[src/hw/rtl/csns_ram.sv]
// ----------------------------------------------------------------------------
// csns_ram
// Generic single-port-write, single-port-read RAM with registered read data.
// ----------------------------------------------------------------------------
module csns_ram #(
	parameter int WIDTH = 8,
	parameter int DEPTH = 64
) (
	input  logic                     clk,
	input  logic                     we,
	input  logic [$clog2(DEPTH)-1:0] waddr,
	input  logic [WIDTH-1:0]         wdata,
	input  logic [$clog2(DEPTH)-1:0] raddr,
	output logic [WIDTH-1:0]         rdata
);

	logic [WIDTH-1:0] mem [DEPTH];

	// Write port and registered read port.
	always_ff @(posedge clk) begin
		if (we) begin
			mem[waddr] <= wdata;
		end
		rdata <= mem[raddr];
	end

endmodule

[config.mk]
export PLATFORM = sky130hd
export DESIGN_NAME = csns_ram
export DESIGN_NICKNAME = d
export VERILOG_FILES = /design/src/hw/rtl/csns_ram.sv
export SDC_FILE = /design/constraint.sdc
export NUM_CORES = 1
export LEC_CHECK = 0
export BUFFER_PORTS_ARGS = -buffer_cell sky130_fd_sc_hd__buf_2
export CAP_MARGIN = 0
export CORE_MARGIN = 4
export CORE_UTILIZATION = 55
export CTS_CLUSTER_DIAMETER = 40
export DETAILED_ROUTE_END_ITERATION = 10
export GPL_TIMING_DRIVEN = 1
export PLACE_DENSITY = 0.74
export RECOVER_POWER = 50
export SYNTH_ARGS = -nofsm -noshare
export SYNTH_HDL_FRONTEND = slang
export SYNTH_SLANG_ARGS = --single-unit
[constraint.sdc]
create_clock -name clk -period 2.08 [get_ports clk]
set_clock_uncertainty 0.2 [all_clocks]
set_input_delay 0.416 -clock clk [delete_from_list [all_inputs] [get_ports clk]]
set_output_delay 0.416 -clock clk [all_outputs]
set_load 0.01 [all_outputs]
==> results of run 1 <==
-- final timing paths --
check             endpoint  cells after the start        from  slack (ps)
setup / recovery  rdata[2]                      5   mem[7][2]          20
hold reg to reg   rdata[6]                      3  mem[31][6]         660
hold / removal    rdata[0]                      3    raddr[5]         110
setup reg to reg  rdata[2]                      5   mem[7][2]          20
-- layout make-up --
cell class / instances / area [sq um]
Clock inverter: 33 / 339
Sequential cell: 520 / 15500
Timing Repair Buffer: 218 / 1670
Fill cell: 2209 / 11800
Antenna cell: 1 / 2.50
Multi-Input combinational cell: 369 / 4440
Clock buffer: 68 / 1440
Tap cell: 461 / 577
-- synthesized netlist by cell type (7+ instances only) --
master / instances / share of area (%)
buf_2: 11 / 0.27
buf_4: 13 / 0.48
clkbuf_1: 17 / 0.32
dfxtp_1: 8 / 0.79
edfxtp_1: 512 / 76
mux2_2: 13 / 0.73
mux2i_1: 23 / 1.1
mux4_2: 126 / 14
nand2_1: 19 / 0.35
nand2b_1: 7 / 0.22
nand3_1: 13 / 0.32
nor2_1: 83 / 1.5
nor2b_1: 14 / 0.43
nor3_1: 7 / 0.17
o221ai_1: 8 / 0.35
o22ai_1: 8 / 0.25
-- stage by stage --
step	total power, W	instance area (sq um)	utilization [%]	setup slack [ps]	cells
4_1_cts	0.0226	24100	67.2	-7.55	1669
5_1_grt	0.0232	24000	67.0	-24.7	1669
3_5_place_dp	0.0131	22300	62.1	-649	1569
6_report	0.0224	24000	67.0	19.5	1670
2_1_floorplan	0.0125	20200	-	-84.5	940
3_3_place_gp	0.0131	22300	62.1	-610	1569
-- power groups by stage --
stage,clock (W),combinational [W],sequential [W]
final,0.00951,0.00129,0.0116
after global routing,0.0102,0.00136,0.0116
after CTS,0.00967,0.00129,0.0116
after global placement,0,0.00124,0.0119
after floorplan,0,0.000635,0.0118
after detailed placement,0,0.00126,0.0119
-- timing repair --
| action | in CTS | in global routing |
|---|---|---|
| pin swaps | 4 | 2 |
| endpoints found under the setup margin | 4 | 8 |
| gates cloned | 0 | 0 |
| hold buffers | 0 | 0 |
| gates resized for setup | 12 | 10 |
-- metal layers --
layer / global-route usage (%) / vias to the layer above
met1: 32.9 / 5396
li1: - / 4380
met4: 7.19 / 4
met5: 0 / -
met3: 5.70 / 100
met2: 38.3 / 483
-- cells by family (layout without fill, tap and decap cells) --
family	Yosys count	count (layout)	synth area share, %
buffers and inverters	51	319	1.57
AOI/OAI and AO/OA	54	54	2.07
and+or+nand+nor	153	153	3.39
other	0	1	0
muxes	162	162	15.9
DFF	520	520	77.0
-- sequential cells by signal, summed over array words and instances (netlist names) --
register	flops
mem	512
rdata	8
-- worst max-delay path: stages, from the launching register on --
cell,delay [ps]
edfxtp_1,360
mux4_2,500
mux4_2,530
nor2_4,120
nor3_2,70
o2bb2ai_2,170
==> impl_metrics.json, run 1 <==
{
  "status": "finished, violations left",
  "violations": "capacitance limit, slew limit",
  "top_layer": "met5",
  "vias": 10400,
  "htree_levels": 2,
  "seq_area_frac_synth_pct": 77.0,
  "drtIter0Drc": 1045,
  "layout_common_cells": "edfxtp_1, buf_4, mux4_2",
  "setup_viol_count_final": 0,
  "dieHeight_um": 199,
  "wl_met1_um": 17600,
  "tightest_slew_ps": 1840,
  "gr-usage-all-layers_pct": 23.7,
  "p_switching_w": 0.00481,
  "grt_pass1_vias": 10600,
  "end_kind": "flop",
  "overflow": 0,
  "async_reset_ff_share_pct": 0,
  "core-area_sq_um": 35800,
  "finalHoldViolations": 0,
  "wl_met2_um": 22500,
  "drt_wl_total_um": 45600,
  "cp-start-kind": "flop",
  "cts.sinks": 520,
  "drc": 0,
  "finalMaxSlewViolations": 66,
  "rsz0062_at_grt": "yes",
  "pwr-share-seq_pct": 51.9,
  "switching_share_pct": 21.4,
  "syn_inst": 940,
  "clock_path_buffers": 3,
  "p_clk_share_pct": 42.4,
  "synthToLayoutAreaGrowth_pct": 19.0,
  "ys_warn_count": 0,
  "power.internal_w": 0.0176,
  "hp-class": "primary input to flop",
  "gp_congestion": 0.865,
  "antenna_left": 0,
  "numCtsBuffers": 55,
  "critical_path_class": "flop to flop",
  "drt_pass1_iterations": 5,
  "leakage_nw": 7.86,
  "grt_pass1_wl_um": 68000,
  "tritoncts": "done",
  "avgSynthCellArea_sq_um": 21.5,
  "portBuffers": 29,
  "clk-insertion-delay-late_ps": 610,
  "synth_ff_type": "edfxtp_1",
  "final_common_cell": "edfxtp_1",
  "worstPathRequired_ps": 2360,
  "combPwrFrac_pct": 5.7,
  "syn_area_sq_um": 20200,
  "fin_crit_ps": 2060,
  "yosysUniqueCellTypes": 40,
  "die_x_um": 199,
  "dpl.hpwl_um": 28800,
  "cts_root_buf": "clkbuf_16",
  "max_freq_mhz": 485,
  "maxSlewHeadroom_pct": -22.7,
  "row_count": 69,
  "critPathMaxFanout": 1,
  "vdd_drop_max_mv": 0.686,
  "powerDensity_nw_per_um2": 935,
  "io_pins": 30,
  "die_area_sq_um": 39800,
  "synth_seq_cells": 520,
  "nets": 1186,
  "clk_pin_slew_worst_paths_ps": 60,
  "fin_hold_ws_ps": 107,
  "postCtsSetupBuffers": 0,
  "grt_max_degree": 65,
  "wl_met3_um": 4070,
  "drive_above_1_share_pct": 34.7,
  "initial_core_util_pct": 56.3,
  "antenna_found_initial": 2,
  "min_period_over_period_pct": 99.1,
  "synth_edf_count": 512,
  "via_per_inst": 6.21,
  "maxCapViolCount": 2,
  "cp.arrival_ps": 2340,
  "fin_tns_setup_ps": 0,
  "synth_nets": 962,
  "wl_per_cell_um": 27.3
}
(Power assumes the default switching activity.)
==> inputs of run 2 (changes only) <==
==> constraint.sdc (replaced) <==
create_clock -name clk -period 2.08 [get_ports clk]
set_clock_uncertainty 0.2 [all_clocks]
set_input_delay 0.208 -clock clk [delete_from_list [all_inputs] [get_ports clk]]
set_output_delay 0.208 -clock clk [all_outputs]
set_load 0.01 [all_outputs]
==> run 2 against run 1 <==
Against the previous run:
- the run ends with setup timing left
- worst hold slack worse by 59 ps
- flip-flop and latch count stayed put
- die area stayed put
- total power is 0.53% lower
- first-iteration DRC count is 3.9% higher
- non-clock buffer count is 5 lower
- largest power group unchanged
==> impl_metrics.json, run 2 (synthesis results as in run 1) <==
{
  "gr-usage-all-layers_pct": 23.1,
  "rsz0062_at_grt": "yes",
  "reg_top3": "mem x512, rdata x8",
  "finalMaxSlewViolations": 0,
  "row_count": 69,
  "numPlacedInstances": 1559,
  "largest_reg_flops": 512,
  "min_path_cells": 3,
  "min_period_over_period_pct": 101,
  "portBuffers": 29,
  "setup_viol_count_final": 1,
  "cp-start-kind": "flop",
  "final_common_cell": "edfxtp_1",
  "wl_per_cell_um": 27.0,
  "htree_levels": 2,
  "cts_root_buf": "clkbuf_16",
  "drive_above_1_share_pct": 34.4,
  "drt_wl_total_um": 45000,
  "tightest_slew_ps": 1470,
  "hp-class": "primary input to flop",
  "leakage_nw": 7.85,
  "die_x_um": 199,
  "maxSlewHeadroom_pct": 1.98,
  "fin_area_sq_um": 23900,
  "dpl.hpwl_um": 28400,
  "initial_core_util_pct": 56.3,
  "numCtsBuffers": 56,
  "die_area_sq_um": 39800,
  "synthToLayoutAreaGrowth_pct": 18.7,
  "layout_common_cells": "edfxtp_1, buf_4, mux4_2",
  "overflow": 0,
  "power.internal_w": 0.0176,
  "tritoncts": "done",
  "combPwrFrac_pct": 5.6,
  "top_register": "mem",
  "drtIter0Drc": 1086,
  "drt_pass1_iterations": 5,
  "vdd_drop_max_mv": 0.687,
  "place_area_sq_um": 22200,
  "finalHoldViolations": 0,
  "clock_path_buffers": 3,
  "critPathMaxFanout": 1,
  "critical_path_class": "flop to flop",
  "maxCapViolCount": 0,
  "end_kind": "flop",
  "clk_pin_slew_worst_paths_ps": 60,
  "gp_congestion": 0.870,
  "grt_pass1_vias": 10500,
  "antenna_left": 0,
  "post-route-worst-setup-slack_ps": -28.9,
  "nets": 1182,
  "fin_crit_ps": 2110,
  "drc": 0,
  "status": "finished, violations left",
  "worstPathRequired_ps": 2340,
  "antenna_found_initial": 2,
  "cts.sinks": 520,
  "cp.arrival_ps": 2370,
  "p_clk_share_pct": 42.2,
  "n_fill_cell": 2236,
  "p_switching_w": 0.00477,
  "postCtsSetupBuffers": 0,
  "dieHeight_um": 199,
  "io_pins": 30,
  "switching_share_pct": 21.4,
  "clk-insertion-delay-late_ps": 590,
  "stdcell_count": 1666,
  "vias": 10300,
  "grt_max_degree": 65,
  "via_per_inst": 6.17,
  "fin_tns_setup_ps": -28.9,
  "ff2ff_path_depth": 5,
  "powerDensity_nw_per_um2": 933,
  "violations": "setup timing",
  "core-area_sq_um": 35800,
  "max_freq_mhz": 474,
  "pwr-share-seq_pct": 52.1,
  "fin_hold_ws_ps": 47.9,
  "grt_pass1_wl_um": 67700
}
run 2: cell type report:
class / instances / area, sq um / area share, %
clock buffers: 67 / 1490 / 6.21
flip-flops and latches: 520 / 15500 / 64.9
diodes: 1 / 2.50 / 0.0105
well taps: 461 / 577 / 2.41
repair buffers: 213 / 1650 / 6.90
clock inverters: 35 / 295 / 1.23
multi-input cells: 369 / 4390 / 18.3
run 2: what timing repair did:
item	CTS	global route
setup endpoints to repair	3	6
cloned	0	0
pin swaps	3	2
hold buffers	5	0
gates resized for setup	7	6
hold endpoints to repair	199	0
run 2: per-stage QoR:
step	worst slack (ps)	utilization [%]	power, W
2_1_floorplan	4.28	-	0.0125
3_3_place_gp	-508	61.9	0.0131
3_5_place_dp	-547	61.9	0.0131
4_1_cts	11.2	67.1	0.0224
5_1_grt	-78.6	66.8	0.0230
6_report	-28.9	66.8	0.0223
run 2: power groups by stage:
stage | Clock [W] | Combinational (W) | Sequential [W]
after CTS | 0.00955 | 0.00127 | 0.0116
after floorplan | 0 | 0.000618 | 0.0118
final | 0.00943 | 0.00125 | 0.0116
after global routing | 0.0101 | 0.00133 | 0.0116
after global placement | 0 | 0.00121 | 0.0118
after detailed placement | 0 | 0.00124 | 0.0119
run 2: layer usage:
layer	GRT usage (%)	share of wire, %	vias up
li1	-	-	4387
met1	33.3	39	5314
met2	37.2	49	515
met3	5.14	9.3	66
met4	5.51	2.0	4
met5	0	0.076	-
run 2: worst paths after layout:
| path | slack [ps] | end | start |
|---|---|---|---|
| worst min register to register | 660 | rdata[2] | mem[23][2] |
| worst min-delay path | 50 | mem[48][2] | waddr[1] |
| worst max register to register | -30 | rdata[6] | mem[29][6] |
| worst max-delay path | -30 | rdata[6] | mem[29][6] |
run 2: worst max-delay path, cell delays in order, from the launching register on:
cell	delay, ps
edfxtp_1	370
mux4_2	500
mux2_4	290
o221a_4	270
nor3_4	240
o32ai_1	120
==> inputs of run 3 (changes only) <==
--- a/config.mk
+++ b/config.mk
@@ -8,11 +8,11 @@
 export BUFFER_PORTS_ARGS = -buffer_cell sky130_fd_sc_hd__buf_2
 export CAP_MARGIN = 0
 export CORE_MARGIN = 4
-export CORE_UTILIZATION = 55
+export CORE_UTILIZATION = 30
 export CTS_CLUSTER_DIAMETER = 40
 export DETAILED_ROUTE_END_ITERATION = 10
 export GPL_TIMING_DRIVEN = 1
-export PLACE_DENSITY = 0.74
+export PLACE_DENSITY = 0.45
 export RECOVER_POWER = 50
 export SYNTH_ARGS = -nofsm -noshare
 export SYNTH_HDL_FRONTEND = slang
==> run 3 against run 2 <==
Against the previous run:
- core utilization decreased by 29 points
- first-iteration DRC count down 21%
- clock power is 39% higher
- the flow finishes with violations (capacitance limit, slew limit)
- die area up 80%
- setup slack better by 49 ps
- maximum frequency rose by 2.4%
- worst hold slack better by 39 ps
- non-clock buffer count is 10 lower
==> impl_metrics.json, run 3 (synthesis results as in run 1) <==
{
  "status": "finished, violations left",
  "violations": "capacitance limit, slew limit",
  "maxSlewHeadroom_pct": -0.0951,
  "n_fill_cell": 5960,
  "final_util_pct": 38.2,
  "worstPathRequired_ps": 2360,
  "drtIter0Drc": 854,
  "drt_wl_total_um": 52100,
  "final_common_cell": "edfxtp_1",
  "cts.sinks": 520,
  "antenna_found_initial": 3,
  "drt_pass1_iterations": 5,
  "core-area_sq_um": 66200,
  "antenna_left": 0,
  "min_period_over_period_pct": 99.0,
  "place_area_sq_um": 22500,
  "gr-usage-all-layers_pct": 14.7,
  "htree_levels": 3,
  "grt_pass1_wl_um": 76100,
  "r2r_start": "mem[16][6]",
  "finalHoldViolations": 0,
  "powerDensity_nw_per_um2": 1030,
  "critPathMaxFanout": 1,
  "maxCapViolCount": 1,
  "min_path_cells": 3,
  "end_kind": "flop",
  "wl_per_cell_um": 24.7,
  "dpl.hpwl_um": 32500,
  "top_register": "mem",
  "numCtsBuffers": 80,
  "finalMaxSlewViolations": 12,
  "io_pins": 30,
  "synthToLayoutAreaGrowth_pct": 25.3,
  "largest_reg_flops": 512,
  "gp_congestion": 0.743,
  "max_freq_mhz": 485,
  "row_count": 94,
  "portBuffers": 29,
  "tritoncts": "done",
  "r2r-end": "rdata[6]",
  "postCtsSetupBuffers": 0,
  "cts_root_buf": "clkbuf_16",
  "tightest_slew_ps": 1500,
  "grt_max_degree": 65,
  "initial_core_util_pct": 30.5,
  "clk-insertion-delay-late_ps": 610,
  "r2r_slack_ps": 20,
  "vias": 10100,
  "via_per_inst": 4.79,
  "cp-start-kind": "flop",
  "clk_pin_slew_worst_paths_ps": 50,
  "leakage_nw": 8.28,
  "layout_common_cells": "edfxtp_1, buf_4, mux4_2",
  "drive_above_1_share_pct": 38.2,
  "ff2ff_path_depth": 6,
  "critical_path_class": "flop to flop",
  "die_x_um": 267,
  "fin_area_sq_um": 25300,
  "fin_crit_ps": 2060,
  "nets": 1196,
  "setup_viol_count_final": 0,
  "drc": 0,
  "reg_top3": "mem x512, rdata x8",
  "dieHeight_um": 267,
  "hp-start": "raddr[4]",
  "vdd_drop_max_mv": 0.578,
  "cp.arrival_ps": 2340,
  "overflow": 0,
  "grt_pass1_vias": 10800,
  "fin_hold_ws_ps": 87.0,
  "worst_hold_path.endpoint": "rdata[2]",
  "hp-class": "primary input to flop",
  "clock_path_buffers": 3,
  "rsz0062_at_grt": "yes",
  "die_area_sq_um": 71400,
  "antenna_cells": 0
}
[run 3: cell types whose count changed in the layout (fill, tap and decap cells not counted), sizes merged]
| cell | delta |
|---|---|
| buf | +12 |
| clkinvlp | +10 |
| clkinv | +7 |
| bufinv | +4 |
| dlygate4sd3 | +2 |
| inv | +2 |
| diode | -1 |
[run 3: how the worst max path moves through the flow]
stage	depth (start not counted)	end	start	slack, ps
after global routing	6	rdata[6]	mem[29][6]	-20
final	6	rdata[6]	mem[16][6]	20
after detailed placement	7	rdata[7]	raddr[0]	-450
after floorplan	7	rdata[3]	raddr[1]	4
after global placement	7	rdata[7]	raddr[0]	-500
after CTS	6	rdata[6]	mem[16][6]	-0.6
[run 3: layer usage]
metal	track usage [%]	vias to the layer above	routed length, um
met1	20.1	5321	23400
met5	0	-	32
met3	3.24	87	2540
met4	4.53	4	1120
li1	-	4430	-
met2	23.8	234	24900
[run 3: power by group]
group	total (W)	internal, W	switching [W]
combinational	0.00128	0.000535	0.000741
sequential	0.0117	0.0116	0.0000388
clock	0.0131	0.00808	0.00498
total	0.0260	0.0202	0.00576
[run 3: layout make-up]
class	count	area [sq um]	area share [%]
well taps	864	1080	4.28
clock inverters	58	579	2.29
multi-input cells	369	4390	17.4
clock buffers	91	2090	8.25
flip-flops and latches	520	15500	61.5
repair buffers	203	1600	6.33
[run 3: timing repair]
action	4_1_cts	5_1_grt
hold endpoints to repair	86	4
endpoints found under the setup margin	4	4
pin swaps	2	0
gates cloned	0	0
gates resized for setup	8	6
hold buffers	4	3
[run 3: critical path, stage by stage (launching register included)]
cell and delay [ps]:
edfxtp_1 370, mux4_2 460, mux2_4 280, o221a_4 280, nor3_2 100, buf_4 160, o32ai_2 80
[run 3: per-stage QoR]
stage / setup WS [ps] / cells / power, W / setup TNS, ps
5_1_grt: -17.1 / 2105 / 0.0270 / -41.9
2_1_floorplan: 4.28 / 940 / 0.0125 / 0
3_3_place_gp: -497 / 1949 / 0.0131 / -2840
4_1_cts: -0.626 / 2102 / 0.0263 / -0.626
6_report: 20.2 / 2105 / 0.0260 / 0
3_5_place_dp: -446 / 1949 / 0.0131 / -2810
